[config.mk]
export PLATFORM = sky130hd
export DESIGN_NAME = vgm_mask_ram
export DESIGN_NICKNAME = d
export VERILOG_FILES = /design/src/design/vgm_mask_ram.sv
export SDC_FILE = /design/constraint.sdc
export NUM_CORES = 1
export LEC_CHECK = 0
export ABC_AREA = 1
export BUFFER_PORTS_ARGS = -buffer_cell sky130_fd_sc_hd__buf_4
export CORE_UTILIZATION = 65
export CTS_BUF_LIST = sky130_fd_sc_hd__clkbuf_4 sky130_fd_sc_hd__clkbuf_8
export CTS_CLUSTER_SIZE = 14
export DETAILED_ROUTE_END_ITERATION = 10
export GPL_ROUTABILITY_DRIVEN = 0
export PLACE_DENSITY_LB_ADDON = 0.3
export RECOVER_POWER = 100
export SLEW_MARGIN = 20
export SYNTH_ARGS = -nofsm -noshare
export SYNTH_HDL_FRONTEND = slang
export SYNTH_SLANG_ARGS = --single-unit
[constraint.sdc]
create_clock -name clk -period 1.9 [get_ports clk]
set_clock_uncertainty 0.15 [all_clocks]
set_input_delay 0.19 -clock clk [delete_from_list [all_inputs] [get_ports clk]]
set_output_delay 0.19 -clock clk [all_outputs]
set_load 0.02 [all_outputs]
[src/design/vgm_mask_ram.sv]
module vgm_mask_ram #(
	parameter int DEPTH = 256
) (
	input  logic                     clk,
	input  logic                     we,
	input  logic [$clog2(DEPTH)-1:0] waddr,
	input  logic                     wdata,
	input  logic [$clog2(DEPTH)-1:0] raddr,
	output logic                     rdata
);

	logic mem [DEPTH];

	// Face mask of the current slice, one bit per cell.
	always_ff @(posedge clk) begin
		if (we) begin
			mem[waddr] <= wdata;
		end
		rdata <= mem[raddr];
	end

endmodule

==> results.toml, run 1 <==
[power_and_ir_drop]
p_leak_nw = 4.54
cellPowerDensity_nw_per_um2 = 881
ir_drop_uv = 981

[logic_synthesis]
synthCells = 1184
synth.net_count = 1203
yosys_warnings = 0
syn_area_um2 = 11700
ys_types = 13
ys_ff_latch = 257
avgSynthCellArea_um2 = 9.90
ys_seq_area_share_pct = 65.8

[clock_tree]
cts_max_path_buffers = 3
htreeDepth = 2
clk_pin_slew_ps = 60
clock-sinks = 257
cts_setup_buffers = 0
cts_tree = "yes"
clk-insertion-delay-late_ps = 530
root_buffer = "clkbuf_8"
cts_buffers = 39

[layout]
syn2layout_area_growth_pct = 10.6
nets = 1252
drive_gt1_share_pct = 10.7
antennaDiodeCount = 0
stdcell_area_um2 = 13000

[worst_setup_path]
crit_chain = "dlygate4sd3_1 > buf_6 > clkbuf_2"
start_kind = "primary input"
end_kind = "flop"
slowest_delay_ps = 650
worstPathRequired_ps = 1970
cp_data_arrival_time_ps = 1770
crit_fanout = 55
critical_path_class = "in -> reg"
crit_slowest_cell = "clkbuf_2"

[routing]
drc = 0
dr.max_layer_used = "met4"
met2WireLength_mm = 14.0
wl_met3_mm = 3.70
first_iter_violations = 979
vias_per_cell = 6.06
wl_met1_mm = 10.6
wl_per_cell_um = 20.0
drt-pass1-iter-count = 5
ant_nets = 0
routed_wl_mm = 29.7
num_vias = 8993

[place]
dpl.hpwl_mm = 16.9
placed_cell_area_um2 = 12400
io_buffer_count = 19

[die]
die_y_um = 136
die-width_um = 136
coreArea_um2 = 17500
row_count = 48
ios = 20
die-area_um2 = 18600
initial_core_util_pct = 67.0

[timing]
setup_violations = 0
hold_viol = 0
worst_pin_slew_ps = 1330
min_period_ps = 1700
fmax_mhz = 587
min_period_over_period_pct = 89.6
fin_tns_setup_ps = 0
relSlewSlack_pct = 11.1
drv_slew = 0
grt_setup_unrepaired = "false"

[outcome]
outcome = "complete, no violations"

[job]
cap_violations = 0

[grt]
track_usage_pct = 33.6
grt_pass1_wl_mm = 45.7
grt_antenna_before_repair = 0
grt_pass1_vias = 8552
grt_start_max_net_pins = 69
grt_overflow = 0

[worst_hold_path]
worstHoldPathType = "in -> reg"
final timing paths:
| kind | from | to | slack (ps) | depth (start not counted) |
|---|---|---|---|---|
| worst min register to register | mem[184]$_DFFE_PP_ | rdata$_DFF_P_ | 840 | 10 |
| worst max-delay path | wdata | mem[235]$_DFFE_PP_ | 200 | 3 |
| worst max register to register | mem[207]$_DFFE_PP_ | rdata$_DFF_P_ | 350 | 10 |
| worst min-delay path | waddr[4] | mem[15]$_DFFE_PP_ | 70 | 4 |
cell usage after synthesis:
| cell | count | area [um2] |
|---|---|---|
| inv_1 | 16 | 60.1 |
| buf_1 | 3 | 11.3 |
| nor2_1 | 268 | 1010 |
| buf_2 | 14 | 70.1 |
| nand4_1 | 3 | 18.8 |
| dfxtp_1 | 1 | 20.0 |
| nand3_1 | 254 | 1270 |
| nand2_1 | 299 | 1120 |
| buf_6 | 22 | 248 |
| clkbuf_1 | 40 | 150 |
| buf_4 | 6 | 45.0 |
| inv_2 | 2 | 7.51 |
| edfxtp_1 | 256 | 7690 |
critical path: cells and delay by family:
family	cells	cell delay (ps)
buffers and inverters	3	1530
per-stage QoR:
stage	setup WS [ps]	hold WS [ps]	power [W]	utilization [%]	instances
2_1_floorplan	392	139	0.00687	-	1184
3_3_place_gp	40.8	317	0.00720	70.7	1413
3_5_place_dp	-23.8	322	0.00723	70.7	1413
4_1_cts	337	60.8	0.0114	75.1	1483
5_1_grt	160	76.6	0.0117	74.1	1483
6_report	198	73.8	0.0114	74.1	1483
state kept, by name, summed over array words and instances (netlist names):
name   count
rdata      1
mem      256
cell families (layout without fill, tap and decap cells):
family	Yosys count	in the layout	synth area share (%)
buffers and inverters	103	177	5.05
flip-flops	257	257	65.8
AND/OR/NAND/NOR	824	824	29.2
routing by layer:
layer	GRT usage (%)	vias to the layer above
li1	-	4093
met4	16.6	0
met3	7.72	117
met5	0	-
met2	53.4	587
met1	43.6	4196
layout by cell type, fill, tap and decap left out:
cell type / instances
clkinv_1: 3
buf_12: 12
inv_1: 16
clkinv_2: 6
dlygate4sd3_1: 4
edfxtp_1: 256
buf_6: 1
clkbuf_2: 14
dfxtp_1: 1
buf_4: 42
nand3_1: 254
clkbuf_4: 17
nor2_1: 268
nand4_1: 3
inv_2: 1
clkbuf_1: 20
clkbuf_8: 41
nand2_1: 299
final cells by class:
| cell class | instances | area [um2] |
|---|---|---|
| sequential | 257 | 7710 |
| fill | 1205 | 4520 |
| multi-input combinational | 824 | 3420 |
| timing repair buffer | 93 | 752 |
| clock buffer | 58 | 692 |
| tap | 225 | 282 |
| inverter | 18 | 68.8 |
| clock inverter | 8 | 36.3 |
where the power goes:
part	internal [W]	switching (W)
clock	0.00232	0.00198
combinational	0.000256	0.000595
sequential	0.00625	0.00000634
timing repair:
| item | 4_1_cts | 5_1_grt |
|---|---|---|
| hold buffers | 4 | 0 |
| hold endpoints to repair | 48 | 0 |
| resized for setup | 0 | 0 |
(Power assumes the default switching activity.)
==> run 2: changes to the inputs <==
--- a/config.mk
+++ b/config.mk
@@ -5,7 +5,7 @@
 export SDC_FILE = /design/constraint.sdc
 export NUM_CORES = 1
 export LEC_CHECK = 0
-export ABC_AREA = 1
+export ABC_AREA = 0
 export BUFFER_PORTS_ARGS = -buffer_cell sky130_fd_sc_hd__buf_4
 export CORE_UTILIZATION = 65
 export CTS_BUF_LIST = sky130_fd_sc_hd__clkbuf_4 sky130_fd_sc_hd__clkbuf_8
==> results.toml, run 2 <==
[layout]
largest_reg_flops = 256
finalNonFillerCells = 1131
layout_commonest_cell = "nor2_1"
regMostFlops = "mem"
postLayoutCoreUtil_pct = 76.9
fillers = 970
top_regs = "mem: 256 flops, rdata: 1 flops"
drive_gt1_share_pct = 22.3
syn2layout_area_growth_pct = 15.0
nets = 904
multiInputGateArea_um2 = 3180
final_cell_mix = "nor2_1 (268), edfxtp_1 (256), buf_4 (69)"
antennaDiodeCount = 0
seqCellArea_um2 = 7710

[grt]
grt_overflow = 0
grt_antenna_before_repair = 0
grt_start_max_net_pins = 89
grt_pass1_wl_mm = 39.4
track_usage_pct = 30.3
grt_pass1_vias = 7357

[power_and_ir_drop]
ir_drop_uv = 688
total_power_w = 0.0113
p_leak_nw = 4.12
cellPowerDensity_nw_per_um2 = 885

[timing]
min_period_over_period_pct = 120
drv_slew = 0
relSlewSlack_pct = 33.3
fmax_mhz = 440
hold_slack_ps = 87.2
hold_viol = 0
grt_setup_unrepaired = "true"
setup_violations = 1
min_period_ps = 2270
fin_ws_ps = -375
worst_pin_slew_ps = 1000

[logic_synthesis]
synth_edf_count = 256
yosys_warnings = 0
ys_ff_latch = 257
ys_top_cells_by_area = "edfxtp_1 (69%), nor2_1 (9.0%), mux4_2 (8.5%)"
ys_seq_area_share_pct = 69.3
synth.net_count = 807
avgSynthCellArea_um2 = 14.1
ys_types = 35
netlist.area_leader.share_pct = 69.1
synth_top_area_cell = "edfxtp_1"
synthFlopType = "edfxtp_1"
yosysMostFrequentCell = "nor2_1"
syn_area_um2 = 11100
synthTopCellsByCount = "nor2_1 (268), edfxtp_1 (256), mux2i_1 (51)"
async_flop_share_pct = 0
synthCells = 788

[die]
die-width_um = 133
die-area_um2 = 17600
coreArea_um2 = 16600
die_y_um = 133
initial_core_util_pct = 66.9
row_count = 47
ios = 20

[routing]
ant_nets = 0
vias_per_cell = 6.33
drc = 0
routed_wl_mm = 25.2
first_iter_violations = 666
wl_per_cell_um = 22.2
drt-pass1-iter-count = 5
num_vias = 7154

[outcome]
outcome = "complete, but fails checks"
violations = "negative setup slack"

[place]
dpl.cell_count = 1056
dpl_worst_slack_ps = -481
io_buffer_count = 19
dpl.hpwl_mm = 16.1

[job]
cap_violations = 0

[clock_tree]
cts_setup_buffers = 0
clk_pin_slew_ps = 60
cts_tree = "yes"
cts_buffers = 41
cts_max_path_buffers = 3
htreeDepth = 2
clock-sinks = 257
clk-insertion-delay-late_ps = 540
root_buffer = "clkbuf_8"

[worst_setup_path]
slowest_delay_ps = 520
start_kind = "flop"
cp_data_arrival_time_ps = 2520
crit_chain = "mux4_2 > a22o_4 > nor4_4 > a2111oi_2 > a311oi_2 > a22oi_1"
end_kind = "flop"
crit_fanout = 1
worstPathRequired_ps = 2150
critical_path_class = "reg -> reg"
crit_slowest_cell = "mux4_2"

[worst_hold_path]
worstHoldPathType = "in -> reg"
==> run 2: changes by cell type after synthesis, sizes merged, moves of 23 or more <==
cell   before  now
mux2i       0   51
nand3     254   12
o22ai       0   23
buf        45   17
nand2     299   23
mux4        0   42
==> run 2: what timing repair did <==
| action | in CTS | in global routing |
|---|---|---|
| hold buffers | 6 | 0 |
| endpoints found under the setup margin | 1 | 3 |
| pin swaps | 1 | 4 |
| hold endpoints to repair | 61 | 0 |
| gates resized for setup | 0 | 8 |
==> run 2: path summary, 6_finish.rpt <==
path	start	endpoint	slack, ps	cells past startpoint
max	mem[10]$_DFFE_PP_	rdata$_DFF_P_	-370	6
min	we	mem[121]$_DFFE_PP_	90	5
max reg2reg	mem[10]$_DFFE_PP_	rdata$_DFF_P_	-370	6
min reg2reg	mem[183]$_DFFE_PP_	rdata$_DFF_P_	840	6
==> run 2: metrics by stage <==
step / cell area (um2) / setup TNS, ps
after floorplan: 11100 / -156
after global placement: 12000 / -373
after detailed placement: 12000 / -481
after CTS: 12800 / -314
after global routing: 12800 / -3800
final: 12800 / -375
==> run 2: cell families (layout without fill, tap and decap cells) <==
group,after synthesis,count (layout),share of synthesized area (%)
AOI/OAI and AO/OA,50,50,3.11
buffers and inverters,57,180,2.50
DFF,257,257,69.3
and+or+nand+nor,330,330,11.9
muxes,94,94,13.2
==> run 2: critical path: cells and delay by family, from the launching register on <==
kind               cells  cell delay (ps)
AOI/OAI and AO/OA      4              820
muxes                  1              520
DFF                    1              380
and+or+nand+nor        1              270
==> run 2: layout make-up <==
cell class | instances | area share [%]
Sequential cell | 257 | 60.2
Multi-Input combinational cell | 474 | 24.9
Timing Repair Buffer | 110 | 6.98
Clock buffer | 54 | 5.27
Tap cell | 220 | 2.15
Clock inverter | 15 | 0.489
Inverter | 1 | 0.0293
==> run 2: report_power, final <==
part / leakage, nW / switching, W / total, W / internal (W)
clock: 0.387 / 0.00205 / 0.00434 / 0.00229
sequential: 2.31 / 0.00000503 / 0.00626 / 0.00625
combinational: 1.43 / 0.000428 / 0.000735 / 0.000307
total: 4.12 / 0.00248 / 0.0113 / 0.00885
==> run 2: routing by layer <==
layer	share of wire (%)	GRT usage (%)	vias up
met4	3.6	13.4	0
met2	50	49.4	386
li1	-	-	3123
met5	0	0	-
met3	9.7	5.94	80
met1	37	40.0	3565
