<file path="config.mk">
export PLATFORM = sky130hd
export DESIGN_NAME = vgm_ctrl_flat
export DESIGN_NICKNAME = d
export VERILOG_FILES = /design/src/design/vgm_pkg.sv /design/src/design/vgm_in_if.sv /design/src/design/vgm_out_if.sv /design/src/design/vgm_ctrl.sv /design/src/flat_wrapper.sv
export SDC_FILE = /design/constraint.sdc
export NUM_CORES = 1
export LEC_CHECK = 0
export ABC_AREA = 1
export BUFFER_PORTS_ARGS = -buffer_cell sky130_fd_sc_hd__buf_2
export CORE_UTILIZATION = 59
export DETAILED_ROUTE_END_ITERATION = 8
export PLACE_DENSITY = 0.91
export REMOVE_ABC_BUFFERS = 1
export SLEW_MARGIN = 10
export SYNTH_ARGS = -nofsm -noshare
export SYNTH_HDL_FRONTEND = slang
export SYNTH_SLANG_ARGS = --single-unit
export TNS_END_PERCENT = 5
</file>
<file path="constraint.sdc">
create_clock -name clk -period 5.84 [get_ports clk]
set_input_delay 1.168 -clock clk [delete_from_list [all_inputs] [get_ports clk]]
set_output_delay 1.168 -clock clk [all_outputs]
set_load 0.005 [all_outputs]
</file>
<file path="src/design/vgm_pkg.sv">
package vgm_pkg;

	// Width of an internal chunk coordinate or extent; covers sizes up to 64.
	localparam int CW = 7;
	// Width of the running quad number.
	localparam int QW = 14;
	// Default chunk size along each axis.
	localparam int DEF_SIZE = 16;

	// Sweep axis value once all three axes are done.
	localparam logic [1:0] AXIS_DONE = 2'd3;

	// Operation codes carried by the mode field.
	typedef enum logic [1:0] {
		MODE_LOAD    = 2'd0,
		MODE_FETCH   = 2'd1,
		MODE_RESTART = 2'd2,
		MODE_NONE    = 2'd3
	} mode_t;

	// Sequencer states.
	typedef enum logic [3:0] {
		ST_IDLE,
		ST_BUILD,
		ST_BTAIL,
		ST_SCAN_RD,
		ST_SCAN_CHK,
		ST_WID_RD,
		ST_WID_CHK,
		ST_GROW_RD,
		ST_GROW_CHK,
		ST_ZERO,
		ST_NEXT,
		ST_EMIT
	} state_t;

	// One result transaction.
	typedef struct packed {
		logic          valid_res;
		logic [1:0]    axis;
		logic [4:0]    base_x;
		logic [4:0]    base_y;
		logic [4:0]    base_z;
		logic [4:0]    span_u;
		logic [4:0]    span_v;
		logic [QW-1:0] quad_index;
	} res_t;

endpackage

</file>
<file path="src/design/vgm_in_if.sv">
interface vgm_in_if;
	logic       valid;
	logic       ready;
	logic [1:0] mode;
	logic [3:0] vox_x;
	logic [3:0] vox_y;
	logic [3:0] vox_z;
	logic       solid;

	modport source (output valid, mode, vox_x, vox_y, vox_z, solid, input ready);
	modport sink (input valid, mode, vox_x, vox_y, vox_z, solid, output ready);
endinterface

</file>
<file path="src/design/vgm_out_if.sv">
interface vgm_out_if;
	logic        valid;
	logic        ready;
	logic        valid_res;
	logic [1:0]  axis;
	logic [4:0]  base_x;
	logic [4:0]  base_y;
	logic [4:0]  base_z;
	logic [4:0]  span_u;
	logic [4:0]  span_v;
	logic [13:0] quad_index;

	modport source (output valid, valid_res, axis, base_x, base_y, base_z, span_u, span_v,
		quad_index, input ready);
	modport sink (input valid, valid_res, axis, base_x, base_y, base_z, span_u, span_v,
		quad_index, output ready);
endinterface

</file>
<file path="src/design/vgm_ctrl.sv">
module vgm_ctrl import vgm_pkg::*; #(
	parameter int SIZE_X = DEF_SIZE,
	parameter int SIZE_Y = DEF_SIZE,
	parameter int SIZE_Z = DEF_SIZE,
	parameter int VAW    = 12,
	parameter int MDEPTH = 256
) (
	input  logic                      clk,
	input  logic                      arst_n,
	vgm_in_if.sink                    req,
	vgm_out_if.source                 rsp,
	input  logic                      vox_busy,
	output logic                      vox_we,
	output logic [VAW-1:0]            vox_waddr,
	output logic                      vox_wdata,
	output logic [VAW-1:0]            vox_ra,
	output logic [VAW-1:0]            vox_rb,
	input  logic                      vox_da,
	input  logic                      vox_db,
	output logic                      mask_we,
	output logic [$clog2(MDEPTH)-1:0] mask_waddr,
	output logic                      mask_wdata,
	output logic [$clog2(MDEPTH)-1:0] mask_raddr,
	input  logic                      mask_rdata
);

	localparam int XW  = $clog2(SIZE_X);
	localparam int YW  = $clog2(SIZE_Y);
	localparam int ZW  = $clog2(SIZE_Z);
	localparam int MW  = $clog2(MDEPTH);
	localparam int MCW = $clog2(MDEPTH + 1);
	localparam logic [CW-1:0] SX = CW'(SIZE_X);
	localparam logic [CW-1:0] SY = CW'(SIZE_Y);
	localparam logic [CW-1:0] SZ = CW'(SIZE_Z);

	state_t         state_q, state_d;
	logic [1:0]     axis_q;
	logic [CW-1:0]  sp1_q;
	logic           mready_q;
	logic [MCW-1:0] scan_pos_q;
	logic [CW-1:0]  scan_i_q, scan_j_q;
	logic [CW-1:0]  bi_q, bj_q;
	logic [MCW-1:0] bk_q;
	logic [MCW-1:0] n_q, row_q;
	logic [CW-1:0]  qi_q, qj_q, w_q, h_q, a_q, b_q;
	logic [QW-1:0]  qcount_q;
	logic           done_q;
	logic           out_valid_q;
	res_t           res_q;
	logic           bvalid_s1, ina_s1, inb_s1;
	logic [MCW-1:0] bk_s1;

	logic           acc, fetch, load, restart;
	logic [CW-1:0]  dim_d, dim_u, dim_v;
	logic           bld_last, scan_end, wid_ok, grow_ok, zero_last, slice_wrap, emit_free;
	logic [CW-1:0]  wi_sum;
	logic [CW-1:0]  ax_x, ax_y, ax_z, bx_x, bx_y, bx_z;
	logic [CW-1:0]  lx, ly, lz;
	logic [CW-1:0]  bsx, bsy, bsz;
	logic [MCW-1:0] row_a;

	// Input transaction decode.
	assign req.ready = (state_q == ST_IDLE) && !vox_busy;
	assign acc       = req.valid && req.ready;
	assign fetch     = acc && (req.mode == MODE_FETCH);
	assign load      = acc && (req.mode == MODE_LOAD);
	assign restart   = acc && (req.mode == MODE_RESTART);

	// Plane extents for the current axis.
	always_comb begin
		unique case (axis_q)
			2'd0: begin
				dim_d = SX; dim_u = SY; dim_v = SZ;
			end
			2'd1: begin
				dim_d = SY; dim_u = SZ; dim_v = SX;
			end
			default: begin
				dim_d = SZ; dim_u = SX; dim_v = SY;
			end
		endcase
	end

	assign bld_last   = (bi_q == dim_u - 1'b1) && (bj_q == dim_v - 1'b1);
	assign scan_end   = (scan_j_q == dim_v);
	assign wi_sum     = qi_q + w_q;
	assign wid_ok     = wi_sum < dim_u;
	assign grow_ok    = (qj_q + h_q) < dim_v;
	assign zero_last  = (a_q == w_q - 1'b1) && (b_q == h_q - 1'b1);
	assign slice_wrap = (sp1_q >= dim_d);
	assign emit_free  = !out_valid_q || rsp.ready;
	assign row_a      = row_q + MCW'(a_q);

	// Voxel coordinates on both sides of the slice plane for the build cell.
	always_comb begin
		unique case (axis_q)
			2'd0: begin
				ax_x = sp1_q - 1'b1; ax_y = bi_q; ax_z = bj_q;
				bx_x = sp1_q;        bx_y = bi_q; bx_z = bj_q;
			end
			2'd1: begin
				ax_x = bj_q; ax_y = sp1_q - 1'b1; ax_z = bi_q;
				bx_x = bj_q; bx_y = sp1_q;        bx_z = bi_q;
			end
			default: begin
				ax_x = bi_q; ax_y = bj_q; ax_z = sp1_q - 1'b1;
				bx_x = bi_q; bx_y = bj_q; bx_z = sp1_q;
			end
		endcase
	end

	// Base corner of the current quad in x, y, z order.
	always_comb begin
		unique case (axis_q)
			2'd0: begin
				bsx = sp1_q; bsy = qi_q; bsz = qj_q;
			end
			2'd1: begin
				bsx = qj_q; bsy = sp1_q; bsz = qi_q;
			end
			default: begin
				bsx = qi_q; bsy = qj_q; bsz = sp1_q;
			end
		endcase
	end

	// Next state.
	always_comb begin
		state_d = state_q;
		unique case (state_q)
			ST_IDLE: begin
				if (fetch) begin
					if (axis_q == AXIS_DONE) begin
						state_d = ST_EMIT;
					end else if (!mready_q) begin
						state_d = ST_BUILD;
					end else begin
						state_d = ST_SCAN_RD;
					end
				end
			end
			ST_BUILD:    state_d = bld_last ? ST_BTAIL : ST_BUILD;
			ST_BTAIL:    state_d = ST_SCAN_RD;
			ST_SCAN_RD:  state_d = scan_end ? ST_NEXT : ST_SCAN_CHK;
			ST_SCAN_CHK: state_d = mask_rdata ? ST_WID_RD : ST_SCAN_RD;
			ST_WID_RD:   state_d = wid_ok ? ST_WID_CHK : ST_GROW_RD;
			ST_WID_CHK:  state_d = mask_rdata ? ST_WID_RD : ST_GROW_RD;
			ST_GROW_RD:  state_d = grow_ok ? ST_GROW_CHK : ST_ZERO;
			ST_GROW_CHK: state_d = mask_rdata ? ST_GROW_RD : ST_ZERO;
			ST_ZERO:     state_d = zero_last ? ST_EMIT : ST_ZERO;
			ST_NEXT:     state_d = (slice_wrap && axis_q == 2'd2) ? ST_EMIT : ST_BUILD;
			ST_EMIT:     state_d = emit_free ? ST_IDLE : ST_EMIT;
			default:     state_d = ST_IDLE;
		endcase
	end

	// Memory port controls.
	always_comb begin
		lx = {3'b000, req.vox_x};
		ly = {3'b000, req.vox_y};
		lz = {3'b000, req.vox_z};
		vox_we     = load && (lx < SX) && (ly < SY) && (lz < SZ);
		vox_waddr  = {lz[ZW-1:0], ly[YW-1:0], lx[XW-1:0]};
		vox_wdata  = req.solid;
		vox_ra     = {ax_z[ZW-1:0], ax_y[YW-1:0], ax_x[XW-1:0]};
		vox_rb     = {bx_z[ZW-1:0], bx_y[YW-1:0], bx_x[XW-1:0]};
		mask_we    = 1'b0;
		mask_waddr = bk_s1[MW-1:0];
		mask_wdata = (vox_da && ina_s1) != (vox_db && inb_s1);
		mask_raddr = scan_pos_q[MW-1:0];
		unique case (state_q)
			ST_BUILD, ST_BTAIL: begin
				mask_we = bvalid_s1;
			end
			ST_ZERO: begin
				mask_we    = 1'b1;
				mask_waddr = row_a[MW-1:0];
				mask_wdata = 1'b0;
			end
			ST_WID_RD: begin
				mask_raddr = MW'(n_q + MCW'(w_q));
			end
			ST_GROW_RD: begin
				mask_raddr = row_a[MW-1:0];
			end
			default: begin
			end
		endcase
	end

	// Build pipeline stage: voxel read data arrives in the cycle after the address.
	always_ff @(posedge clk or negedge arst_n) begin
		if (!arst_n) begin
			bvalid_s1 <= 1'b0;
		end else begin
			bvalid_s1 <= (state_q == ST_BUILD);
		end
	end

	always_ff @(posedge clk) begin
		bk_s1  <= bk_q;
		ina_s1 <= (sp1_q != '0);
		inb_s1 <= (sp1_q < dim_d);
	end

	// Sequencer and sweep registers.
	always_ff @(posedge clk or negedge arst_n) begin
		if (!arst_n) begin
			state_q     <= ST_IDLE;
			axis_q      <= '0;
			sp1_q       <= '0;
			mready_q    <= 1'b0;
			scan_pos_q  <= '0;
			scan_i_q    <= '0;
			scan_j_q    <= '0;
			qcount_q    <= '0;
			done_q      <= 1'b0;
			out_valid_q <= 1'b0;
		end else begin
			state_q <= state_d;
			// A result that is taken is dropped unless a new one is loaded in its place.
			if (rsp.valid && rsp.ready && !(state_q == ST_EMIT && emit_free)) begin
				out_valid_q <= 1'b0;
			end
			unique case (state_q)
				ST_IDLE: begin
					if (restart) begin
						axis_q     <= '0;
						sp1_q      <= '0;
						mready_q   <= 1'b0;
						scan_pos_q <= '0;
						scan_i_q   <= '0;
						scan_j_q   <= '0;
						qcount_q   <= '0;
					end
					if (fetch) begin
						done_q <= (axis_q == AXIS_DONE);
					end
				end
				ST_BTAIL: begin
					mready_q   <= 1'b1;
					scan_pos_q <= '0;
					scan_i_q   <= '0;
					scan_j_q   <= '0;
				end
				ST_SCAN_CHK: begin
					if (!mask_rdata) begin
						scan_pos_q <= scan_pos_q + 1'b1;
						if (scan_i_q == dim_u - 1'b1) begin
							scan_i_q <= '0;
							scan_j_q <= scan_j_q + 1'b1;
						end else begin
							scan_i_q <= scan_i_q + 1'b1;
						end
					end
				end
				ST_ZERO: begin
					done_q <= 1'b0;
					if (zero_last) begin
						scan_pos_q <= n_q + MCW'(w_q);
						if (wi_sum == dim_u) begin
							scan_i_q <= '0;
							scan_j_q <= qj_q + 1'b1;
						end else begin
							scan_i_q <= wi_sum;
							scan_j_q <= qj_q;
						end
					end
				end
				ST_NEXT: begin
					mready_q   <= 1'b0;
					scan_pos_q <= '0;
					scan_i_q   <= '0;
					scan_j_q   <= '0;
					if (slice_wrap) begin
						sp1_q  <= '0;
						axis_q <= axis_q + 1'b1;
						done_q <= (axis_q == 2'd2);
					end else begin
						sp1_q <= sp1_q + 1'b1;
					end
				end
				ST_EMIT: begin
					if (emit_free) begin
						out_valid_q <= 1'b1;
						if (!done_q) begin
							qcount_q <= qcount_q + 1'b1;
						end
					end
				end
				default: begin
				end
			endcase
		end
	end

	// Quad working registers.
	always_ff @(posedge clk) begin
		unique case (state_q)
			ST_IDLE, ST_NEXT: begin
				bi_q <= '0;
				bj_q <= '0;
				bk_q <= '0;
			end
			ST_BUILD: begin
				bk_q <= bk_q + 1'b1;
				if (bi_q == dim_u - 1'b1) begin
					bi_q <= '0;
					bj_q <= bj_q + 1'b1;
				end else begin
					bi_q <= bi_q + 1'b1;
				end
			end
			ST_SCAN_CHK: begin
				n_q  <= scan_pos_q;
				qi_q <= scan_i_q;
				qj_q <= scan_j_q;
				w_q  <= CW'(1);
			end
			ST_WID_RD: begin
				h_q   <= CW'(1);
				row_q <= n_q + MCW'(dim_u);
				a_q   <= '0;
			end
			ST_WID_CHK: begin
				if (mask_rdata) begin
					w_q <= w_q + 1'b1;
				end
				h_q   <= CW'(1);
				row_q <= n_q + MCW'(dim_u);
				a_q   <= '0;
			end
			ST_GROW_RD: begin
				if (!grow_ok) begin
					row_q <= n_q;
					a_q   <= '0;
					b_q   <= '0;
				end
			end
			ST_GROW_CHK: begin
				if (!mask_rdata) begin
					row_q <= n_q;
					a_q   <= '0;
					b_q   <= '0;
				end else if (a_q == w_q - 1'b1) begin
					h_q   <= h_q + 1'b1;
					row_q <= row_q + MCW'(dim_u);
					a_q   <= '0;
				end else begin
					a_q <= a_q + 1'b1;
				end
			end
			ST_ZERO: begin
				if (a_q == w_q - 1'b1) begin
					a_q   <= '0;
					b_q   <= b_q + 1'b1;
					row_q <= row_q + MCW'(dim_u);
				end else begin
					a_q <= a_q + 1'b1;
				end
			end
			ST_EMIT: begin
				if (emit_free) begin
					if (done_q) begin
						res_q <= '0;
					end else begin
						res_q.valid_res  <= 1'b1;
						res_q.axis       <= axis_q;
						res_q.base_x     <= bsx[4:0];
						res_q.base_y     <= bsy[4:0];
						res_q.base_z     <= bsz[4:0];
						res_q.span_u     <= w_q[4:0];
						res_q.span_v     <= h_q[4:0];
						res_q.quad_index <= qcount_q;
					end
				end
			end
			default: begin
			end
		endcase
	end

	// Output register drives the result channel.
	assign rsp.valid      = out_valid_q;
	assign rsp.valid_res  = res_q.valid_res;
	assign rsp.axis       = res_q.axis;
	assign rsp.base_x     = res_q.base_x;
	assign rsp.base_y     = res_q.base_y;
	assign rsp.base_z     = res_q.base_z;
	assign rsp.span_u     = res_q.span_u;
	assign rsp.span_v     = res_q.span_v;
	assign rsp.quad_index = res_q.quad_index;

endmodule

</file>
<file path="src/flat_wrapper.sv">
// flat-port wrapper written by rule: the top's interface ports become plain ports
module vgm_ctrl_flat import vgm_pkg::*;
#(
	parameter int SIZE_X = DEF_SIZE,
	parameter int SIZE_Y = DEF_SIZE,
	parameter int SIZE_Z = DEF_SIZE,
	parameter int VAW    = 12,
	parameter int MDEPTH = 256
)
  (clk, arst_n, vox_busy, vox_we, vox_waddr, vox_wdata, vox_ra, vox_rb, vox_da, vox_db, mask_we, mask_waddr, mask_wdata, mask_raddr, mask_rdata, req_valid, req_mode, req_vox_x, req_vox_y, req_vox_z, req_solid, req_ready, rsp_valid, rsp_valid_res, rsp_axis, rsp_base_x, rsp_base_y, rsp_base_z, rsp_span_u, rsp_span_v, rsp_quad_index, rsp_ready);
  vgm_in_if req_i ();
  vgm_out_if rsp_i ();
  input  logic clk;
  input  logic arst_n;
  input  logic vox_busy;
  output logic vox_we;
  output logic [VAW-1:0] vox_waddr;
  output logic vox_wdata;
  output logic [VAW-1:0] vox_ra;
  output logic [VAW-1:0] vox_rb;
  input  logic vox_da;
  input  logic vox_db;
  output logic mask_we;
  output logic [$clog2(MDEPTH)-1:0] mask_waddr;
  output logic mask_wdata;
  output logic [$clog2(MDEPTH)-1:0] mask_raddr;
  input  logic mask_rdata;
  input wire logic [$bits(req_i.valid)-1:0] req_valid;
  input wire logic [$bits(req_i.mode)-1:0] req_mode;
  input wire logic [$bits(req_i.vox_x)-1:0] req_vox_x;
  input wire logic [$bits(req_i.vox_y)-1:0] req_vox_y;
  input wire logic [$bits(req_i.vox_z)-1:0] req_vox_z;
  input wire logic [$bits(req_i.solid)-1:0] req_solid;
  output wire logic [$bits(req_i.ready)-1:0] req_ready;
  output wire logic [$bits(rsp_i.valid)-1:0] rsp_valid;
  output wire logic [$bits(rsp_i.valid_res)-1:0] rsp_valid_res;
  output wire logic [$bits(rsp_i.axis)-1:0] rsp_axis;
  output wire logic [$bits(rsp_i.base_x)-1:0] rsp_base_x;
  output wire logic [$bits(rsp_i.base_y)-1:0] rsp_base_y;
  output wire logic [$bits(rsp_i.base_z)-1:0] rsp_base_z;
  output wire logic [$bits(rsp_i.span_u)-1:0] rsp_span_u;
  output wire logic [$bits(rsp_i.span_v)-1:0] rsp_span_v;
  output wire logic [$bits(rsp_i.quad_index)-1:0] rsp_quad_index;
  input wire logic [$bits(rsp_i.ready)-1:0] rsp_ready;
  assign req_i.valid = req_valid;
  assign req_i.mode = req_mode;
  assign req_i.vox_x = req_vox_x;
  assign req_i.vox_y = req_vox_y;
  assign req_i.vox_z = req_vox_z;
  assign req_i.solid = req_solid;
  assign req_ready = req_i.ready;
  assign rsp_valid = rsp_i.valid;
  assign rsp_valid_res = rsp_i.valid_res;
  assign rsp_axis = rsp_i.axis;
  assign rsp_base_x = rsp_i.base_x;
  assign rsp_base_y = rsp_i.base_y;
  assign rsp_base_z = rsp_i.base_z;
  assign rsp_span_u = rsp_i.span_u;
  assign rsp_span_v = rsp_i.span_v;
  assign rsp_quad_index = rsp_i.quad_index;
  assign rsp_i.ready = rsp_ready;
  vgm_ctrl #(.SIZE_X(SIZE_X), .SIZE_Y(SIZE_Y), .SIZE_Z(SIZE_Z), .VAW(VAW), .MDEPTH(MDEPTH)) u_core (.clk(clk), .arst_n(arst_n), .req(req_i), .rsp(rsp_i), .vox_busy(vox_busy), .vox_we(vox_we), .vox_waddr(vox_waddr), .vox_wdata(vox_wdata), .vox_ra(vox_ra), .vox_rb(vox_rb), .vox_da(vox_da), .vox_db(vox_db), .mask_we(mask_we), .mask_waddr(mask_waddr), .mask_wdata(mask_wdata), .mask_raddr(mask_raddr), .mask_rdata(mask_rdata));
endmodule
</file>
==> summary.md, run 1 <==
The final instance area is 12300 um^2. The cell area that synthesis handed to floorplanning was 11100 um^2. The worst hold path begins at u_core.bk_q[3].

The internal power of the cells totals 3500 uW. The tools report the timing-limited maximum frequency as 252 MHz. The number of hold buffers added after CTS was 0. The checks that failed: design-rule violations.

For the worst-skew pair, the clock arrives at the later sink with an insertion delay of 0.45 ns. TritonCTS built the clock tree. The analysis attributes to cell leakage a power of 0.00553 uW.

In this run the critical register-to-register path is launched from u_core.w_q[1]. The number of remaining DRC errors was 5. Setup total negative slack on the finished layout was measured at 0 ns. The tools report the DRC violation total after the first TritonRoute iteration as 1457. Counting flops and latches in the post-synthesis netlist gives 185. In the synthesized netlist the async set-or-reset flop fraction comes to 28.6%. The number of setup violations in the final report was 0. The number of synthesized flops with an enable pin was 122.

The headroom to the max-slew limit was 18.0%; the clock sink total was 185. The post-route fraction of the period consumed by the critical path was 67.9%. The global placement routability congestion was 0.978. The repair_antennas step left the layout with diodes totalling 0.

Entering global routing, the biggest net connects 54 pins. Once the floorplan was initialized, standard cells occupied 60.9% of the core. Using the TritonRoute via totals, the vias-per-cell ratio works out to 5.95. The tools report the area of the die as 19300 um^2. The instance count of the mapped netlist was 1351. The number of different library cells in the post-synthesis netlist is 49, and the synthesized area divided by synthesized cell count is 8.20 um^2. The number of nets in the finished design is 1510, and the total of buffers placed on input and output ports is 96. The clock network burns 17.5% of the power. The maximum fanout encountered on the critical timing path was 16; the total via count after detailed routing was 9982.

After detailed routing, the total wire length is 27900 um. The standard-cell row count was 49; the share of final-layout standard cells stronger than drive strength 1 was 11.0%. After filler insertion, the fill cell instance count of the layout stands at 1338. For the placement-stage cell area, the log shows 11700 um^2. The clock skew after layout was 0.0128 ns. The final number of max-transition violations came out at 0. For the total congestion overflow, the log shows 0. The first global-routing pass estimated 46100 um of wire.

The area overhead of the layout relative to synthesis was 10.8%; the boundary pin count was 123. For the pin with the worst max-slew slack, the measured transition is 1.22 ns. In this run switching power makes up 44.6% of total power.

In this run the power spent charging and discharging nets is 2820 uW. Subtracting the final worst setup slack from the clock period gives 3.96 ns. The number of global-route vias before repair was 9523.

The run finished, with violations left. The placed wire-length estimate after detailed placement was 20100 um; the number of iterations in the first detailed-routing pass was 9. Floorplan die height: 139 um.

Across the VDD grid, the largest voltage drop is 0.340 mV. The post-layout utilization of the core was 67.4%; the overall fraction of global-route tracks in use was 29.8%. Tracing the worst setup path back leads to its startpoint at u_core.axis_q[0].

Once detail routing completed, the nets flagged for antenna violations numbered 0. The critical path in this run is classified as reg2out. Setup repair after global routing left no endpoint under its margin. The tools report the capturing element type of the critical path as an output pin. The number of gates resized after CTS was 0.

Among all flip-flop cells after synthesis, the most frequent one is sky130_fd_sc_hd__edfxtp_1. Summing the sequential cell areas from Yosys gives 46.8% of the chip area. Yosys printed 0 warnings. STA classifies the critical path startpoint as a flip-flop. In this run the number of H-tree levels came out at 4. Data arrives at the worst endpoint at 2.80 ns. Post-CTS timing repair inserted 0 buffers for setup.

The library cell used as clock root buffer is sky130_fd_sc_hd__clkbuf_16. Maximum clock path buffer count: 2. The worst register-to-register path has a depth of 13. For the number of buffers inserted during clock tree synthesis, the log shows 17. The combinational share of power is 46.1%, and the total power consumption of the routed design is 6320 uW. Per-cell routed wire length: 16.6 um. The floorplan step defined a core boundary enclosing 18200 um^2. The worst hold path belongs to the class reg2reg.

For the initial antenna violation count, the log shows 0. Across the run, the number of max-cap violations was 0. In this run, flip-flops and latches consume 36.4% of the power. In this run the power density over the cells is 515 nW/um^2. The clock transition time at the flip-flop clock pins of the worst setup and hold paths was 0.07 ns.

Required arrival time at the worst endpoint: 4.67 ns. The worst hold path passes through 0 cells. The number of endpoints with negative hold slack in the final report was 0; the width of the chip was 139 um.
## synth_stat cells (6+ instances only)
| library cell | n | area, um^2 |
|---|---|---|
| sky130_fd_sc_hd__a22oi_1 | 6 | 45.0 |
| sky130_fd_sc_hd__inv_1 | 181 | 679 |
| sky130_fd_sc_hd__o22ai_1 | 14 | 87.6 |
| sky130_fd_sc_hd__xor2_1 | 24 | 210 |
| sky130_fd_sc_hd__nand3_1 | 82 | 410 |
| sky130_fd_sc_hd__ha_1 | 49 | 613 |
| sky130_fd_sc_hd__nand4_1 | 21 | 131 |
| sky130_fd_sc_hd__a31oi_1 | 9 | 56.3 |
| sky130_fd_sc_hd__dfrtp_1 | 53 | 1330 |
| sky130_fd_sc_hd__nor3b_1 | 12 | 90.1 |
| sky130_fd_sc_hd__edfxtp_1 | 122 | 3660 |
| sky130_fd_sc_hd__clkbuf_1 | 21 | 78.8 |
| sky130_fd_sc_hd__o211ai_1 | 11 | 82.6 |
| sky130_fd_sc_hd__nor3_1 | 26 | 130 |
| sky130_fd_sc_hd__nand2_1 | 307 | 1150 |
| sky130_fd_sc_hd__buf_4 | 16 | 120 |
| sky130_fd_sc_hd__nor4_1 | 8 | 50.1 |
| sky130_fd_sc_hd__dfxtp_1 | 10 | 200 |
| sky130_fd_sc_hd__o21ai_0 | 73 | 365 |
| sky130_fd_sc_hd__nor2_1 | 147 | 552 |
| sky130_fd_sc_hd__a21oi_1 | 64 | 320 |
| sky130_fd_sc_hd__or2_2 | 6 | 37.5 |
| sky130_fd_sc_hd__o21ai_1 | 12 | 60.1 |
| sky130_fd_sc_hd__nand3b_1 | 9 | 67.6 |
| sky130_fd_sc_hd__xnor2_1 | 18 | 158 |
| sky130_fd_sc_hd__nor2_2 | 7 | 43.8 |
## metal layers
layer	part of all wire, %	routed length [um]	track usage [%]
met5	0	0	0
met4	4.3	1200	14.3
met3	9.4	2630	6.11
met2	47	13200	48.6
met1	39	10900	38.2
## cell type report
| class | instances | area (um^2) | area share, % |
|---|---|---|---|
| Tap cell | 229 | 287 | 2.33 |
| Sequential cell | 185 | 5190 | 42.3 |
| Timing Repair Buffer | 106 | 556 | 4.53 |
| Clock inverter | 8 | 63.8 | 0.520 |
| Multi-Input combinational cell | 939 | 4990 | 40.6 |
| Clock buffer | 24 | 493 | 4.02 |
| Inverter | 186 | 698 | 5.69 |
## flip-flops by register name, summed over array words and instances, names as in the netlist, 8 cells and up
signal and count:
u_core.qcount_q 14, u_core.bk_q 8, u_core.n_q 8, u_core.row_q 8
u_core.rsp.quad_index 14, u_core.scan_pos_q 8, u_core.bk_s1 8
## worst max-delay path, cell delays in order (launching register included)
cell                      delay [ns]
sky130_fd_sc_hd__dfrtp_1        0.38
sky130_fd_sc_hd__inv_1          0.10
sky130_fd_sc_hd__ha_1           0.43
sky130_fd_sc_hd__nor2_1         0.69
sky130_fd_sc_hd__buf_4          0.31
sky130_fd_sc_hd__inv_1          0.09
sky130_fd_sc_hd__o21ai_0        0.19
sky130_fd_sc_hd__buf_2          0.15
## cell families after synthesis
family,Yosys count,synth area share (%)
XOR/XNOR,42,3.32
AND/OR/NAND/NOR,634,24.7
adder cells (fa/ha/maj),52,6.08
flip-flops,185,46.8
buffers and inverters,227,8.27
AO/OA/AOI/OAI,211,10.8
## metrics by stage
step	hold WS [ns]	setup WS, ns	instances
final	0.371	1.88	1677
after global routing	0.396	1.69	1677
after CTS	0.373	1.93	1677
after detailed placement	0.357	2.44	1645
after global placement	0.354	2.57	1645
after floorplan	0.348	2.30	1310
## path summary, 6_finish.rpt
path | endpoint | slack [ns]
max | vox_ra[8] | 1.88
min | u_core.bk_s1[3] | 0.37
max reg2reg | u_core.h_q[1] | 2.53
min reg2reg | u_core.bk_s1[3] | 0.37
max in group asynchronous | u_core.qcount_q[11] | 4.50
min in group asynchronous | u_core.scan_pos_q[7] | 0.85
## placed cells by master (no fill, tap or decap), drive strengths merged, types with 5 or more instances in the layout
master  instances
nand2         310
inv           185
nor2          154
edfxtp        122
buf           106
o21ai          85
nand3          83
a21oi          65
dfrtp          53
ha             49
nor3           28
xor2           24
clkbuf         24
nand4          21
xnor2          18
o22ai          14
nor3b          12
o211ai         11
dfxtp          10
nand3b          9
a31oi           9
nor4            8
clkinv          8
or2             7
a22oi           6
o221ai          5
o31ai           5
## power groups by stage
stage               clock [uW]  sequential [uW]  combinational [uW]
global route              1150             2340                3220
global placement             0             2280                2710
floorplan                    0             2200                1910
CTS                       1100             2290                2850
detailed placement           0             2310                2810
finish                    1110             2300                2910
No activity file was read; power rests on OpenSTA's default activity.
==> run 2: changes to the inputs <==
Settings changed: ABC_AREA 1 to 0, CORE_UTILIZATION 59 to 54, PLACE_DENSITY 0.91 to 0.89.
Clock period 5.84 ns to 3.48 ns, I/O delays scaled along.
==> run 2 against run 1 <==
  * First-iteration DRC count fell by 23%
  * Cell area barely moved
  * Clock power rose by 75%
  * Sequential share of layout area barely moved
  * Flip-flop and latch count did not move
  * The flow now finishes without violations
  * Setup slack got worse by 1.8 ns
  * Combinational power rose by 52%
  * Non-clock buffer count rose by 38
  * Synthesized cell count fell by 17%
==> summary.md, run 2 <==
Total via count after detailed routing: 9280. The tools report the clock skew after layout as 0.0139 ns. After synthesis the netlist holds a flip-flop and latch count of 185. After detailed routing, the total wire length is 28300 um. The run finished with clean final reports. The arithmetic-cell share of the synthesized area counting full adders, half adders and majority gates was 6.25%; the depth of the worst register-to-register path was 12. After synthesis, the most frequently instantiated cells are sky130_fd_sc_hd__nand2_1 (142), sky130_fd_sc_hd__nor2_1 (128), sky130_fd_sc_hd__edfxtp_1 (122). The cell leakage power was 0.00506 uW; the maximum fanout encountered on the critical timing path was 6.

The area fraction in compound gates after synthesis is 13.3%, and the share of final-layout standard cells stronger than drive strength 1 is 16.1%. The multi-input combinational cells in the finished layout cover a total of 5200 um^2. TritonCTS built the clock tree. The first global-routing pass estimated 43900 um of wire. Synthesized area divided by synthesized cell count: 9.59 um^2.

Most common flop cell mapped by yosys: sky130_fd_sc_hd__edfxtp_1. In this run switching power makes up 42.4% of total power. The library cell used most frequently in the layout, excluding fill and tap cells, is sky130_fd_sc_hd__nand2_1.

Category of the worst setup path launch point: a flip-flop. The met2 wirelength from detailed routing is 13500 um. The library cell used as clock root buffer is sky130_fd_sc_hd__clkbuf_16. During synthesis, Yosys emitted a total of 0 warnings. Setup violations remaining at the end of the flow were counted as 0. The congestion estimate from routability-driven global placement came to 0.919. The DRC violation total after the first TritonRoute iteration is 1121, and the clock network fraction of total power is 18.8%. Across the run, the number of max-cap violations was 0. For this design the total switching power over the nets is 4350 uW. Global routing used 27.8% of the available tracks. In this run, the combinational gates consume 43.1% of the power. Cells fill 62.9% of the core in the end. Required arrival time at the worst endpoint: 2.78 ns. Setup TNS after final layout: 0 ns. Clock-pin slew was measured on the worst setup and hold paths at 0.07 ns. The floorplan has 51 rows. Among all cell types in the netlist, the one instantiated most often is sky130_fd_sc_hd__nand2_1. After routing the design area is 12300 um^2. Fill cells in the final layout number 1494. The number of synthesized flops with an enable pin came out at 122. Uppermost layer routed: met4. The average vias per placed instance was 6.19; the hold buffer count at CTS was 0. Leaving out fill and tap cells, the most frequent cells in the layout are sky130_fd_sc_hd__nand2_1 (142), sky130_fd_sc_hd__nor2_1 (126), sky130_fd_sc_hd__edfxtp_1 (122), sky130_fd_sc_hd__buf_2 (96), sky130_fd_sc_hd__o21ai_0 (60).

The synthesized design spends more area on one cell type than any other, namely sky130_fd_sc_hd__edfxtp_1. Counting I/O delays and the setup requirement, the final critical path takes 3.36 ns. The cell area power density was 836 nW/um^2.

The die covers 20500 um^2. In this run the standard cell core region covers 19500 um^2. The number of iterations in the first detailed-routing pass is 6, and the timing-limited maximum frequency is 298 MHz.

The die is 143 um wide. The area overhead of the layout relative to synthesis was 14.0%; the number of buffers inserted during clock tree synthesis was 17. Registers take 5190 um^2.

The mux contribution to synthesized area works out to 0.883%. Counting every sink on the clock net gives 185. The largest registers in the layout are u_core.qcount_q (14), u_core.rsp.quad_index (14). The number of different library cells in the post-synthesis netlist was 66. Parity-gate share of the synthesized area counting xor and xnor cells: 7.07%.

The run gives 8812 as the number of global-route vias before repair. The clock latency reported for the late side of the worst-skew pair came out at 0.45 ns. The total congestion overflow is 0. Floorplan die height: 143 um. For this run, asynchronously set or reset flops after synthesis account for 28.6%. In this run the tool buffered the top-level ports with 96 buffer cells.

The tools report the boundary pin count as 123. CTS built an H-tree with a depth of 4. Entering global routing, the biggest net connects 45 pins. The worst-case IR drop observed on VDD is 0.524 mV. The maximum clock path buffer count was 2; the met3 routed wirelength was 2630 um. Placed wire-length estimate after detailed placement: 19200 um. The largest family of logic cells by synthesized area is simple AND/OR/NAND/NOR gates. The final number of max-transition violations was 0; the post-route fraction of the period consumed by the critical path was 96.4%. The tools report the initial antenna violation count as 0. The number of endpoints with negative hold slack in the final report was 0. The type of the most critical hold path was in2async.

The synthesized-area fraction occupied by and/or/nand/nor cells was 20.4%. Synthesis produced a netlist whose cell count is 1123. The internal power of the cells totals 5920 uW.

The initial core utilization came out at 55.2%. The share of synthesized area in the top cell type comes to 34.0%. The synthesized netlist occupies a cell area of 10800 um^2. In the final routing, the length of wire on met1 measures 10800 um.

Sorting the synthesized cells by area gives the leading types as sky130_fd_sc_hd__edfxtp_1 (34%), sky130_fd_sc_hd__dfrtp_1 (12%), sky130_fd_sc_hd__ha_1 (5.7%). Sequential elements use 48.2% of the synthesized area. Number of remaining DRC errors: 0.

The worst setup path is captured at an output pin. For the arrival time at the worst endpoint, the log shows 2.66 ns. After detailed placement, the total cell area comes to 11500 um^2.

The share of total power dissipated in sequential elements is 38.0%. The per-cell routed wire length came out at 18.9 um. The number of nets still failing antenna checks after routing is 0, and the headroom to the max-slew limit is 42.3%. For flop-to-flop paths, the worst setup slack is 0.19 ns.

For the number of nets in the finished design, the log shows 1297. The critical path in this run is classified as reg2out. The count of antenna diodes in the layout is 0, and the worst-margin pin slew is 0.866 ns.
-- run 2: kinds of logic after synthesis --
| group | Yosys count |
|---|---|
| compound gates | 226 |
| mux | 9 |
| fa+ha+maj | 52 |
| buf+inv | 98 |
| xor+xnor | 87 |
| flops | 185 |
| simple gates | 466 |
-- run 2: critical path: stages (launching register included) --
cell and delay, ns:
sky130_fd_sc_hd__edfxtp_1 0.50, sky130_fd_sc_hd__buf_4 0.20, sky130_fd_sc_hd__fa_2 0.40, sky130_fd_sc_hd__a21o_1 0.18, sky130_fd_sc_hd__a21oi_2 0.17, sky130_fd_sc_hd__o21bai_1 0.08
sky130_fd_sc_hd__a21oi_1 0.17, sky130_fd_sc_hd__xnor2_1 0.18, sky130_fd_sc_hd__a32oi_1 0.14, sky130_fd_sc_hd__nand2_1 0.09, sky130_fd_sc_hd__buf_2 0.11
-- run 2: power by group through the flow --
stage | sequential (uW) | combinational [uW] | clock (uW)
finish | 3910 | 4430 | 1940
global route | 3970 | 4850 | 2030
CTS | 3880 | 4230 | 1940
detailed placement | 3920 | 4150 | 0
global placement | 3870 | 4000 | 0
floorplan | 3790 | 2650 | 0
-- run 2: what timing repair did --
| item | CTS | global route |
|---|---|---|
| buffers inserted | 0 | 18 |
| endpoints found under the setup margin | 0 | 4 |
| gates resized for setup | 0 | 6 |
-- run 2: layout make-up --
class                   instances  share of cell area (%)
flip-flops and latches        185                    42.3
clock inverters                13                    1.03
repair buffers                144                    6.85
inverters                      34                    1.04
well taps                     265                    2.70
multi-input cells             840                    42.4
clock buffers                  19                    3.78
-- run 2: worst paths after layout --
path | end | start
max | mask_raddr[6] | u_core.w_q[1]
min reg2reg | u_core.bk_s1[7] | u_core.bk_q[7]
max in group asynchronous | u_core.qcount_q[3] | arst_n
min in group clk | u_core.bk_s1[7] | u_core.bk_q[7]
min | u_core.scan_pos_q[6] | arst_n
max reg2reg | u_core.scan_pos_q[2] | u_core.w_q[0]
-- run 2: per-layer routing --
metal / up-vias / global-route usage, %
met1: 4352 / 34.6
met4: 0 / 17.2
met5: - / 0
met2: 595 / 44.1
met3: 140 / 5.97
li1: 4193 / -
-- run 2: per-stage QoR --
step	power [uW]	setup slack, ns	hold WS [ns]	instances
2_1_floorplan	6430	-0.130	0.368	1059
3_3_place_gp	7870	0.579	0.377	1450
3_5_place_dp	8070	0.493	0.378	1450
4_1_cts	10000	0.0378	0.369	1482
5_1_grt	10800	-0.0199	0.398	1500
6_report	10300	0.124	0.364	1500
==> run 3: changes to the inputs <==
==> constraint.sdc (replaced) <==
create_clock -name clk -period 3.48 [get_ports clk]
set_input_delay 0.522 -clock clk [delete_from_list [all_inputs] [get_ports clk]]
set_output_delay 0.522 -clock clk [all_outputs]
set_load 0.005 [all_outputs]
==> run 3 against run 2 <==
  * Critical path depth down 1
  * Die area unchanged
  * Total power decreased by 2.2%
  * Utilization decreased by 0.86 points
  * Global-route usage down 1.2 points
  * Via count down 3.5%
  * First-iteration DRC count fell by 12%
  * Combinational power down 5.0%
  * Setup slack improved by 0.021 ns
  * Hold slack got worse by 0.17 ns
  * Register-to-register slack improved by 0.05 ns
  * Clock power about the same
==> summary.md, run 3 (synthesized netlist as in run 2, its figures left out) <==
In the final routed layout, each cell accounts on average for 17.8 um. The first global-routing pass estimated 42200 um of wire. Timing analysis after detailed placement gives a worst setup slack of 0.430 ns. The area growth from synthesis to layout is 12.4%.

The number of iterations in the first detailed-routing pass was 5; the number of buffers inserted during clock tree synthesis was 17. The final number of max-transition violations is 0. The detailed router finished its first iteration with 989 violations. The clock reaches the later pin of the worst-skew pair after 0.44 ns. The initial antenna violation count came out at 0.

Setup violations remaining at the end of the flow were counted as 0. The logs give 0 for the number of nets still failing antenna checks after routing and 8539 for the number of global-route vias before repair. The number of endpoints with negative hold slack in the final report was 0. The number of violations of the max-capacitance limit came out at 0. After detailed routing, the number of remaining DRC violations is 0. The number of cells on the worst reg-to-reg path is 8. The run gives 20500 um^2 as the area of the die.

The standard-cell row count was 51. Once detailed placement completed, the half-perimeter wirelength came to 18600 um. Power spread over the standard cell area amounts to 829 nW/um^2. The launch instance of the worst register-to-register path was u_core.w_q[1].

Fill cells in the final layout number 1508. The arrival time at the worst endpoint came out at 2.81 ns. For the total wire length after detailed routing, the log shows 26300 um. The tree is rooted in a sky130_fd_sc_hd__clkbuf_16. The number of antenna diodes in the final layout is 0.

For this run, the top clock speed supported by timing is 300 MHz. The H-tree generated during clock tree synthesis spans 4 levels. In the finished design, the share of the clock period the worst path needs comes to 95.8%. Between clock sinks in the finished design, the worst skew comes to 0.00907 ns. Across the whole layout, storage elements account for 5190 um^2. The minimum clock period is 3.33 ns, and the clock transition time at the flip-flop clock pins of the worst setup and hold paths is 0.06 ns.

The run gives 45 as the largest net degree at the start of global routing. The kind of critical path is reg2out. The headroom to the max-slew limit is 43.4%.

For this block, the via count after detailed routing is 8956. The library cell used most frequently in the layout, excluding fill and tap cells, is sky130_fd_sc_hd__nand2_1. The worst hold slack after final layout is 0.189 ns, and the overall fraction of global-route tracks in use is 26.6%.

The maximum fanout encountered on the critical timing path is 5. Clock sink total: 185. The total congestion overflow was 0. Maximum clock path buffer count: 2.

Setup repair after global routing left no endpoint under its margin. The required arrival time at the worst endpoint is 2.96 ns, and the floorplan die height is 143 um. Once the floorplan was initialized, standard cells occupied 55.2% of the core. During placement, the flow inserted port buffers numbering 96. The tools report the cell leakage power as 0.00496 uW.

For flop-to-flop paths, the worst setup slack is 0.24 ns. The number of nets in the finished design came out at 1278. TritonCTS built the clock tree. The tools report the number of resized instances in the post-cts repair step as 0. The largest registers in the layout are u_core.qcount_q (14), u_core.rsp.quad_index (14). The post-route netlist has 14.2% of its cells at a drive strength greater than 1. Category of the worst setup path launch point: a flip-flop. The tools report the total instance count after detailed placement as 1447. Leaving out fill and tap cells, the most frequent cells in the layout are sky130_fd_sc_hd__nand2_1 (142), sky130_fd_sc_hd__nor2_1 (126), sky130_fd_sc_hd__edfxtp_1 (122), sky130_fd_sc_hd__buf_2 (96), sky130_fd_sc_hd__o21ai_0 (60). The worst-margin pin slew works out to 0.848 ns.

The run gives 123 as the boundary pin count. The endpoint identified for the worst register-to-register timing path is u_core.h_q[2]. The logs give 0.898 for the global placement routability congestion and 0.444 mV for the worst voltage drop across the vdd grid. STA classifies the critical path endpoint as an output pin. The logs give 0.145 ns for the minimum setup slack in the final design and 0 for the hold buffer count at CTS. The die is 143 um wide. The run finished with clean final reports. The finished layout holds 1481 standard cells, fillers aside. The average vias per placed instance was 6.05; the area of the core region was 19500 um^2. The multi-input combinational cells in the finished layout cover a total of 5170 um^2. The type of the most critical hold path was in2async.
[run 3: cell count changes in the layout (fill, tap and decap cells not counted), sizes merged]
cell,change
buf,-19
inv,-2
clkinvlp,+3
clkbuf,+2
clkinv,-4
bufinv,+1
[run 3: critical path, cell delays in order (launching register included)]
cell and delay (ns):
sky130_fd_sc_hd__edfxtp_1 0.51, sky130_fd_sc_hd__ha_1 0.35, sky130_fd_sc_hd__a21o_1 0.16, sky130_fd_sc_hd__a21oi_1 0.25, sky130_fd_sc_hd__o21bai_1 0.14, sky130_fd_sc_hd__a2111o_1 0.44, sky130_fd_sc_hd__a21o_1 0.18, sky130_fd_sc_hd__nand3_1 0.07
sky130_fd_sc_hd__o311ai_0 0.12, sky130_fd_sc_hd__buf_2 0.16
[run 3: power breakdown]
group / total, uW / switching [uW] / internal, uW
Clock: 1920 / 854 / 1060
Combinational: 4210 / 2510 / 1710
Sequential: 3920 / 775 / 3140
Total: 10000 / 4140 / 5910
[run 3: what timing repair did]
item / CTS / global route
setup endpoints to repair: 0 / 1
hold endpoints to repair: 0 / 0
buffers inserted: 0 / 2
[run 3: stage by stage]
step / power, uW / cell area (um^2) / util (%) / TNS, ns
after floorplan: 6430 / 10500 / - / -0.608
after global placement: 7850 / 11500 / 59.0 / 0
after detailed placement: 8020 / 11500 / 59.0 / 0
after CTS: 9990 / 12100 / 62.0 / 0
after global routing: 10700 / 12100 / 62.0 / 0
final: 10000 / 12100 / 62.0 / 0
[run 3: worst max path at each step]
stage,start,end,slack (ns),depth (start not counted)
after global placement,u_core.w_q[1],u_core.h_q[0],0.58,8
final,u_core.a_q[1],mask_raddr[7],0.15,9
after detailed placement,u_core.w_q[1],u_core.h_q[1],0.43,8
after global routing,u_core.a_q[1],mask_raddr[7],0.007,9
after floorplan,u_core.state_q[1],u_core.scan_j_q[0],-0.13,7
after CTS,u_core.w_q[0],mask_raddr[6],0.13,10
[run 3: metal layers]
layer	global-route usage, %	up-vias	wire length (um)
met3	5.53	96	2230
li1	-	4154	-
met1	34.0	4202	10400
met2	42.2	504	12600
met4	14.6	0	1060
met5	0	-	0
[run 3: area by class of cell]
type                    instances  share of cell area [%]
flip-flops and latches        185                    42.8
multi-input cells             840                    42.7
repair buffers                125                    5.87
clock buffers                  21                    3.89
well taps                     265                    2.74
inverters                      34                    1.05
clock inverters                11                   0.919
